## src/uemr_pkg.sv

```systemverilog
package uemr_pkg;

  localparam int TICKS_W = 16;
  localparam int SCALE_W = 10;
  localparam int DIST_W  = 21;

  localparam logic [SCALE_W-1:0] SCALE_RESET = 10'd187;

  // count*scale, then /100 as ((p >> 2) * RECIP) >> RECIP_SHIFT, i.e. /4 then /25
  localparam int PROD_W      = TICKS_W + SCALE_W;
  localparam int QIN_W       = PROD_W - 2;
  localparam int RECIP_W     = 25;
  localparam int QPROD_W     = QIN_W + RECIP_W;
  localparam int RECIP_SHIFT = 29;
  localparam logic [RECIP_W-1:0] RECIP = 25'd21474837;
  localparam int QUOT_W      = QPROD_W - RECIP_SHIFT;

  localparam logic [QUOT_W-1:0] NEAR_LIMIT = 20'd1000;
  localparam logic [QUOT_W-1:0] MID_LIMIT  = 20'd2000;
  localparam logic signed [DIST_W-1:0] NEAR_TRIM = 21'sd40;
  localparam logic signed [DIST_W-1:0] MID_TRIM  = 21'sd80;

  localparam int SAMPLES_DEF = 9;

  typedef struct packed {
    logic                     valid;
    logic signed [DIST_W-1:0] dist_hcm;
  } sample_push_t;

endpackage

```

## src/uemr_front.sv

```systemverilog
module uemr_front (
  input  logic                                clk,
  input  logic                                rst,
  input  logic                                cfg_we,
  input  logic [uemr_pkg::SCALE_W-1:0]        cfg_wdata,
  input  logic                                in_valid,
  output logic                                in_ready,
  input  logic [uemr_pkg::TICKS_W-1:0]        echo_ticks,
  input  logic                                timed_out,
  output uemr_pkg::sample_push_t              push,
  input  logic                                push_ready
);

  typedef enum logic [1:0] {F_IDLE, F_MUL, F_DIV, F_PUSH} fstate_t;

  fstate_t                             state;
  logic [uemr_pkg::SCALE_W-1:0]        scale;
  logic [uemr_pkg::TICKS_W-1:0]        ticks;
  logic                                tmo;
  logic [uemr_pkg::PROD_W-1:0]         prod;
  logic [uemr_pkg::QPROD_W-1:0]        qprod;
  logic [uemr_pkg::QUOT_W-1:0]         quot;
  logic signed [uemr_pkg::DIST_W-1:0]  raw;
  logic signed [uemr_pkg::DIST_W-1:0]  dist_hcm;

  assign in_ready = (state == F_IDLE);

  always_comb begin
    quot = qprod[uemr_pkg::QPROD_W-1:uemr_pkg::RECIP_SHIFT];
    raw  = $signed({1'b0, quot});
    if (tmo) begin
      dist_hcm = '0;
    end else if (quot < uemr_pkg::NEAR_LIMIT) begin
      dist_hcm = raw - uemr_pkg::NEAR_TRIM;
    end else if (quot < uemr_pkg::MID_LIMIT) begin
      dist_hcm = raw - uemr_pkg::MID_TRIM;
    end else begin
      dist_hcm = raw;
    end
  end

  assign push.valid    = (state == F_PUSH);
  assign push.dist_hcm = dist_hcm;

  always_ff @(posedge clk) begin
    if (rst) begin
      state <= F_IDLE;
      scale <= uemr_pkg::SCALE_RESET;
    end else begin
      if (cfg_we) begin
        scale <= cfg_wdata;
      end
      case (state)
        F_IDLE: begin
          if (in_valid) begin
            ticks <= echo_ticks;
            tmo   <= timed_out;
            state <= F_MUL;
          end
        end
        F_MUL: begin
          prod  <= uemr_pkg::PROD_W'(ticks * scale);
          state <= F_DIV;
        end
        F_DIV: begin
          qprod <= uemr_pkg::QPROD_W'(prod[uemr_pkg::PROD_W-1:2] * uemr_pkg::RECIP);
          state <= F_PUSH;
        end
        F_PUSH: begin
          if (push_ready) begin
            state <= F_IDLE;
          end
        end
        default: state <= F_IDLE;
      endcase
    end
  end

endmodule

```

## src/uemr_queue.sv

```systemverilog
module uemr_queue (
  input  logic                   clk,
  input  logic                   rst,
  input  uemr_pkg::sample_push_t push,
  output logic                   push_ready,
  output uemr_pkg::sample_push_t pop,
  input  logic                   pop_ready
);

  logic signed [uemr_pkg::DIST_W-1:0] mem [2];
  logic       wr_ptr;
  logic       rd_ptr;
  logic [1:0] fill;
  logic       do_push;
  logic       do_pop;

  assign push_ready   = (fill != 2'd2);
  assign pop.valid    = (fill != 2'd0);
  assign pop.dist_hcm = mem[rd_ptr];
  assign do_push      = push.valid && push_ready;
  assign do_pop       = pop.valid && pop_ready;

  always_ff @(posedge clk) begin
    if (do_push) begin
      mem[wr_ptr] <= push.dist_hcm;
    end
  end

  always_ff @(posedge clk) begin
    if (rst) begin
      wr_ptr <= 1'b0;
      rd_ptr <= 1'b0;
      fill   <= 2'd0;
    end else begin
      if (do_push) wr_ptr <= ~wr_ptr;
      if (do_pop)  rd_ptr <= ~rd_ptr;
      case ({do_push, do_pop})
        2'b10:   fill <= fill + 2'd1;
        2'b01:   fill <= fill - 2'd1;
        default: fill <= fill;
      endcase
    end
  end

endmodule

```

## src/uemr_back.sv

```systemverilog
module uemr_back #(
  parameter int SAMPLES = uemr_pkg::SAMPLES_DEF
) (
  input  logic                               clk,
  input  logic                               rst,
  input  uemr_pkg::sample_push_t             pop,
  output logic                               pop_ready,
  output logic                               out_valid,
  input  logic                               out_ready,
  output logic signed [uemr_pkg::DIST_W-1:0] median_distance
);

  localparam int IDX_W = $clog2(SAMPLES);
  localparam int CNT_W = $clog2(SAMPLES + 1);
  localparam logic [CNT_W-1:0] MID  = CNT_W'(SAMPLES / 2);
  localparam logic [IDX_W-1:0] LAST = IDX_W'(SAMPLES - 1);

  typedef enum logic [1:0] {B_COLLECT, B_SEARCH, B_EMIT} bstate_t;

  bstate_t                            state;
  logic signed [uemr_pkg::DIST_W-1:0] store [SAMPLES];
  logic [IDX_W-1:0]                   count;
  logic [IDX_W-1:0]                   idx;
  logic signed [uemr_pkg::DIST_W-1:0] med;
  logic signed [uemr_pkg::DIST_W-1:0] cand;
  logic [CNT_W-1:0]                   n_lt;
  logic [CNT_W-1:0]                   n_le;
  logic                               found;

  assign pop_ready = (state == B_COLLECT);

  // Candidate sits at the median rank if at most MID entries are below it
  // and more than MID are at or below it.
  always_comb begin
    cand = store[idx];
    n_lt = '0;
    n_le = '0;
    for (int j = 0; j < SAMPLES; j++) begin
      n_lt = n_lt + {{(CNT_W-1){1'b0}}, (store[j] <  cand)};
      n_le = n_le + {{(CNT_W-1){1'b0}}, (store[j] <= cand)};
    end
    found = (n_lt <= MID) && (n_le > MID);
  end

  always_ff @(posedge clk) begin
    if (state == B_COLLECT && pop.valid) begin
      store[count] <= pop.dist_hcm;
    end
  end

  always_ff @(posedge clk) begin
    if (rst) begin
      state     <= B_COLLECT;
      count     <= '0;
      idx       <= '0;
      out_valid <= 1'b0;
    end else begin
      if (state == B_EMIT && (!out_valid || out_ready)) begin
        out_valid <= 1'b1;
      end else if (out_ready) begin
        out_valid <= 1'b0;
      end
      case (state)
        B_COLLECT: begin
          if (pop.valid) begin
            if (count == LAST) begin
              count <= '0;
              idx   <= '0;
              state <= B_SEARCH;
            end else begin
              count <= count + 1'b1;
            end
          end
        end
        B_SEARCH: begin
          if (found) begin
            med   <= cand;
            state <= B_EMIT;
          end else begin
            idx <= idx + 1'b1;
          end
        end
        B_EMIT: begin
          if (!out_valid || out_ready) begin
            median_distance <= med;
            state           <= B_COLLECT;
          end
        end
        default: state <= B_COLLECT;
      endcase
    end
  end

endmodule

```

## src/ultrasonic_echo_median_ranger.sv

```systemverilog
// Channel   Handshake            Payload
// config    cfg_we               cfg_wdata (tick_scale, 10b)
// input     in_valid / in_ready  echo_ticks (16b), timed_out (1b)
// output    out_valid/out_ready  median_distance (21b signed)
//
// Front end takes one transaction at a time (accept, scale multiply,
// reciprocal multiply for /100, push into a 2-entry queue) and takes no new one until the push is taken.
// Median search runs once per set, one candidate
// rank-counted against all stored samples per cycle.
// Synchronous active-high reset; tick_scale returns to 187, sample set empties.
// Front end stalls only on a full queue; the back end stalls on a held output.
module ultrasonic_echo_median_ranger #(
  parameter int SAMPLES = uemr_pkg::SAMPLES_DEF
) (
  input  logic                               clk,
  input  logic                               rst,
  input  logic                               cfg_we,
  input  logic [uemr_pkg::SCALE_W-1:0]       cfg_wdata,
  input  logic                               in_valid,
  output logic                               in_ready,
  input  logic [uemr_pkg::TICKS_W-1:0]       echo_ticks,
  input  logic                               timed_out,
  output logic                               out_valid,
  input  logic                               out_ready,
  output logic signed [uemr_pkg::DIST_W-1:0] median_distance
);

  uemr_pkg::sample_push_t push;
  uemr_pkg::sample_push_t pop;
  logic                   push_ready;
  logic                   pop_ready;

  uemr_front u_front (
    .clk        (clk),
    .rst        (rst),
    .cfg_we     (cfg_we),
    .cfg_wdata  (cfg_wdata),
    .in_valid   (in_valid),
    .in_ready   (in_ready),
    .echo_ticks (echo_ticks),
    .timed_out  (timed_out),
    .push       (push),
    .push_ready (push_ready)
  );

  uemr_queue u_queue (
    .clk        (clk),
    .rst        (rst),
    .push       (push),
    .push_ready (push_ready),
    .pop        (pop),
    .pop_ready  (pop_ready)
  );

  uemr_back #(
    .SAMPLES (SAMPLES)
  ) u_back (
    .clk             (clk),
    .rst             (rst),
    .pop             (pop),
    .pop_ready       (pop_ready),
    .out_valid       (out_valid),
    .out_ready       (out_ready),
    .median_distance (median_distance)
  );

endmodule

```

## config.mk

```make
export PLATFORM = sky130hd
export DESIGN_NAME = ultrasonic_echo_median_ranger
export DESIGN_NICKNAME = d
export VERILOG_FILES = /design/src/uemr_pkg.sv /design/src/uemr_front.sv /design/src/uemr_queue.sv /design/src/uemr_back.sv /design/src/ultrasonic_echo_median_ranger.sv
export SDC_FILE = /design/constraint.sdc
export NUM_CORES = 2
export LEC_CHECK = 0
export ABC_AREA = 1
export BUFFER_PORTS_ARGS = -buffer_cell sky130_fd_sc_hd__buf_2
export CAP_MARGIN = 15
export CORE_ASPECT_RATIO = 0.5
export CORE_MARGIN = 5
export CORE_UTILIZATION = 40
export CTS_CLUSTER_SIZE = 28
export DETAILED_ROUTE_END_ITERATION = 8
export GPL_TIMING_DRIVEN = 1
export HOLD_SLACK_MARGIN = 0.02
export PLACE_DENSITY = 0.53
export SYNTH_ARGS = -nofsm -noshare
export SYNTH_HDL_FRONTEND = slang
export SYNTH_SLANG_ARGS = --single-unit
```

## constraint.sdc

```tcl
create_clock -name clk -period 7.1 [get_ports clk]
set_input_delay 0.71 -clock clk [delete_from_list [all_inputs] [get_ports clk]]
set_output_delay 0.71 -clock clk [all_outputs]
set_load 0.1 [all_outputs]
```

# After elaboration in Yosys (flattened, before gate mapping)
# Memories as Yosys holds them, arrays and structs flattened. A register that Yosys moved wholly into a read port is not among the register bits.
# Index checks and enable logic that the tools add are counted.
# totals
reg_bits,161
latch_bits,0
ram_bits,231
romBits,0
input_bits,32
output_inout_bits,23
elab_cells,130
n_memories,2
# mem_list
memory,words,word_bits,rd,rd_clocked_by_memory_dff,write_ports,line_no,rtl
u_back.store,9,21,10,1,1,uemr_back.sv:21,logic signed [uemr_pkg::DIST_W-1:0] store [SAMPLES];
u_queue.mem,2,21,1,1,1,uemr_queue.sv:10,logic signed [uemr_pkg::DIST_W-1:0] mem [2];
# op_classes
add_sub_neg,22
mul,2
n_div,0
magnitude_cmp,22
n_eq_ne,16
shift,0
n_mux,27
bitwise,3
reduce_logical,21
# op_table
operator,count
21-bit <= comparator,9
21-bit < comparator,9
21-bit 2-to-1 mux,3
4-bit by 1-bit adder with 4-bit output,14
"24-bit by 25-bit multiplier with 49-bit output, second input constant",1
16-bit by 10-bit multiplier with 26-bit output,1
4-bit 2-to-1 mux,6
"20-bit by 6-bit subtractor with 21-bit output, second input constant",1
"20-bit by 7-bit subtractor with 21-bit output, second input constant",1
"20-bit by 10-bit < comparator with 1-bit output, second input constant",1
"20-bit by 11-bit < comparator with 1-bit output, second input constant",1
2-bit 2-to-1 mux,6
"2-bit inequality test, second input constant",5
3-bit AND reduction,3
"4-bit by 1-bit adder with 4-bit output, second input constant",2
"2-bit == test, second input constant",4
1-bit 2-to-1 mux,8
2-bit case mux with 4 select lines,1
4-bit case mux with 2 select lines,1
2-bit AND reduction,4
4-bit AND reduction,2
2-bit nonzero test,4
"2-bit by 1-bit == test with 1-bit output, second input constant",3
"2-bit by 1-bit inequality test with 1-bit output, second input constant",3
13 further kinds,20

# Logic depth before layout (Yosys ltp)
# An unclocked memory read counts as a cell.
# logic_depth
word_depth,16
ltp_mapped,37

# By module
# Synthesis repeated with hierarchy kept, for this count alone.
# unflattened
hier_cells,4298
area_unflattened_um2,41382.2
# modules_own_cells
module,instances,cells_each,area_each_um2
uemr_back,1,1884,20438.4
uemr_front,1,2311,19092.1
uemr_queue,1,103,1851.8

# Worst setup path after synthesis
# OpenSTA, ideal clock, no wires.
# synth_timing
kind,register to register
startpoint,reg (tool-made name)
endpoint,reg u_back.med[0] (netlist name) (enable)
setup_time_ns,0.399
arrival_time_ns,6.132
path_slack_ns,0.570
path_stages_with_launch,27
cell_sequence,dfxtp_1 -> buf_6 -> buf_6 -> buf_2 -> o21ai_0 -> a21oi_1 -> o22ai_1 -> o21ai_0 -> ha_1 -> nor3_1 -> o211ai_1 -> nand4_1 -> and2_1 -> fa_1 -> fa_1 -> inv_1 -> fa_1 -> ha_1 -> inv_1 -> fa_1 -> inv_1 -> nor2_1 -> a21oi_1 -> o21a_1 -> nor2_1 -> nand3_1 -> nor2_1
# synth_rtl
item,line_no,rtl
"end signal, assigned",uemr_back.sv:77,med <= cand;
"end, declared",uemr_back.sv:24,logic signed [uemr_pkg::DIST_W-1:0] med;

==> impl_metrics.csv <==
group,metric,value,unit
status,status,"finished, final reports clean",
critical_path,crit_path_max_incr_delay,0.54,ns
yosys,synth_nets,4970,
detailed_routing,wl_per_cell,19.0,µm
grt,grt_pass1_vias,28885,
critical_path,path_max_fanout,33,
hold_path,hp-class,"primary input to flip-flop",
detailed_routing,vias,28479,
placement,place_ws,0.120,ns
cts,cts_tree,"built",
sta,period_share,94.0,%
yosys,yosysMostFrequentCell,"inv_1",
yosys,yosys.area.top_type_share,35.3,%
detailed_routing,wl,106000,µm
cts,cts_buffers,53,
layout,drive_gt1_share,6.79,%
floorplanning,core,0.101,mm²
cts,ctsHoldBuffers,0,
critical_path,cp-end-kind,"flip-flop",
yosys,yosysWarnings,0,
sta,finalSetupViolations,0,
layout,area_delta_synth_final,10.1,%
hold_path,min_path_cells,1,
placement,port_buffers,54,
floorplanning,die_w,462,µm
detailed_routing,drc,0,
yosys,ys_types,50,
sta,worstMarginPinSlew,1.08,ns
sta,finalHoldViolations,0,
sta,final.setup.worst_slack,0.424,ns
yosys,synthTopCellsByArea,"edfxtp_1 35%, ha_1 16%, fa_1 16%",
grt,grt_antenna_before_repair,1,
detailed_routing,drtAntennaViolNets,0,
layout,fill_cells,9579,
placement,placed_cells,5452,
sta,drv_slew,0,
critical_path,cpLargestDelayFamily,"adder cells",
cts,cts_root_buf,"clkbuf_16",
yosys,synth_area_per_cell,10.0,µm²
sta,fin_skew,0.0437,ns
critical_path,crit_cells,32,
yosys,ys_seq_area_share,36.9,%
sta,rsz0062_at_grt,"no",
critical_path,path_common_cell,"inv_1",
layout,final_util,44.7,%
layout,instances_no_fill,5560,
sta,fin_tns_setup,0,ns
critical_path,crit_type,"flip-flop to flip-flop",
grt,grt_overflow_total,0,
cts,cts.sinks,513,
yosys,synth_edf_count,481,
yosys,synth-seq-cells,513,
floorplanning,dieHeight,236,µm
flow_run,cap_violations,0,
critical_path,critPathBufInv,10,
sta,max_freq,150,MHz
floorplanning,initial_core_util,40.6,%
detailed_routing,vias_per_cell,5.12,
yosys,synth-async-reset-ratio,0,%
cts,cts.reportedPaths.clkPinSlew,0.07,ns
floorplanning,ios,55,
yosys,ys.flop_type,"edfxtp_1",
critical_path,critPathLaunchType,"flip-flop",
grt,grt_pass1_wl,165000,µm
floorplanning,die_area,0.109,mm²
yosys,netlist_instances,4091,
placement,hpwl,85400,µm
cts,clk_path_buf_depth,3,
sta,maxSlewHeadroom,27.7,%
sta,min_period,6.68,ns
detailed_routing,drt_iter0_markers,2047,
yosys,synth_area,0.0409,mm²
critical_path,cp.required,7.43,ns
floorplanning,core.rowCount,82,
yosys,synth_top_area_cell,"edfxtp_1",
critical_path,worstPathArrival,7.01,ns
placement,finalWeightedCongestion,0.918,
yosys,ys_top_cells_by_count,"792 x inv_1, 625 x nand2_1, 525 x ha_1",
grt,grt_usage,19.2,%
critical_path,r2r_cells,32,
cts,htreeDepth,2,
critical_path,slowest_stage,"fa_1",
layout,nNetsFinal,5050,
grt,grt_max_degree,59,
detailed_routing,first_pass_iters,5,
cts,insertion_delay,0.64,ns
## flip-flops by register name (all words and copies together), names as in the netlist, 2 cells and up, named ones only
signal,count
u_back.count,4
u_front.state,2
u_back.store,336
u_front.ticks,16
u_back.idx,4
u_back.state,2
u_front.scale,10
u_front.qprod,20
u_back.med,21
u_front.prod,24
u_back.median_distance,21
u_queue.fill,2
u_queue.mem,42
## per-stage QoR
stage	instance area, µm²	hold WS [ns]
global placement	43000	0.410
finish	45100	0.266
detailed placement	43000	0.408
floorplan	40900	0.400
global route	45100	0.227
CTS	44900	0.220
## routing by layer
layer	share of wire [%]	vias up	GRT usage, %	wire length (µm)
li1	-	13777	-	-
met1	47	13958	27.5	50200
met2	45	622	30.8	47500
met3	5.1	122	2.66	5440
met4	2.5	0	4.83	2610
met5	0	-	0	0
## logic make-up (layout without fill, tap and decap cells)
| logic type | count (synthesis) | count (layout) | synth area share, % |
|---|---|---|---|
| and+or+nand+nor | 1065 | 1065 | 10.8 |
| buffers and inverters | 904 | 1028 | 8.76 |
| adders and majority gates | 847 | 847 | 31.8 |
| AOI/OAI and AO/OA | 628 | 628 | 8.51 |
| DFF | 513 | 513 | 36.9 |
| muxes | 103 | 103 | 2.58 |
| xor gates and xnor gates | 31 | 31 | 0.663 |
| other | 0 | 1 | 0 |
## path summary, 6_finish.rpt
path / start / to / slack, ns
worst max register to register: flip-flop / u_back.med[13] / 0.42
worst max-delay path: flip-flop / u_back.med[13] / 0.42
worst min register to register: u_back.med[0] / u_back.median_distance[0] / 0.42
worst min-delay path: echo_ticks[14] / u_front.ticks[14] / 0.27
## area by class of cell
class	instances	area, µm²	area share (%)
antenna	1	2.50	0.00555
clock buffer	69	1440	3.19
clock inverter	30	490	1.09
inverter	798	3000	6.65
multi-input combinational	2674	22400	49.6
sequential	513	15100	33.5
tap	1344	1680	3.73
timing repair buffer	131	1000	2.23
## repair_timing
item / 4_1_cts / 5_1_grt
setup endpoints to repair: 0 / 30
resized for setup: 0 / 16
buffers inserted: 0 / 7
## layout by cell type, fill, tap and decap left out, types with 21 or more instances in the layout
| cell | instances |
|---|---|
| buf_2 | 54 |
| nor2_1 | 179 |
| mux2i_1 | 82 |
| nand4_1 | 56 |
| inv_1 | 788 |
| fa_1 | 322 |
| nor3_1 | 28 |
| xor2_1 | 21 |
| edfxtp_1 | 481 |
| dfxtp_1 | 29 |
| mux2_2 | 21 |
| ha_1 | 525 |
| o211ai_1 | 87 |
| nor2_2 | 22 |
| clkbuf_16 | 53 |
| o21ai_0 | 207 |
| buf_4 | 62 |
| nand2_1 | 625 |
| a21oi_1 | 268 |
| nand3_1 | 118 |
Power is not shown: default switching activity piles up to over one toggle a cycle in this logic, so the estimate is an artifact.
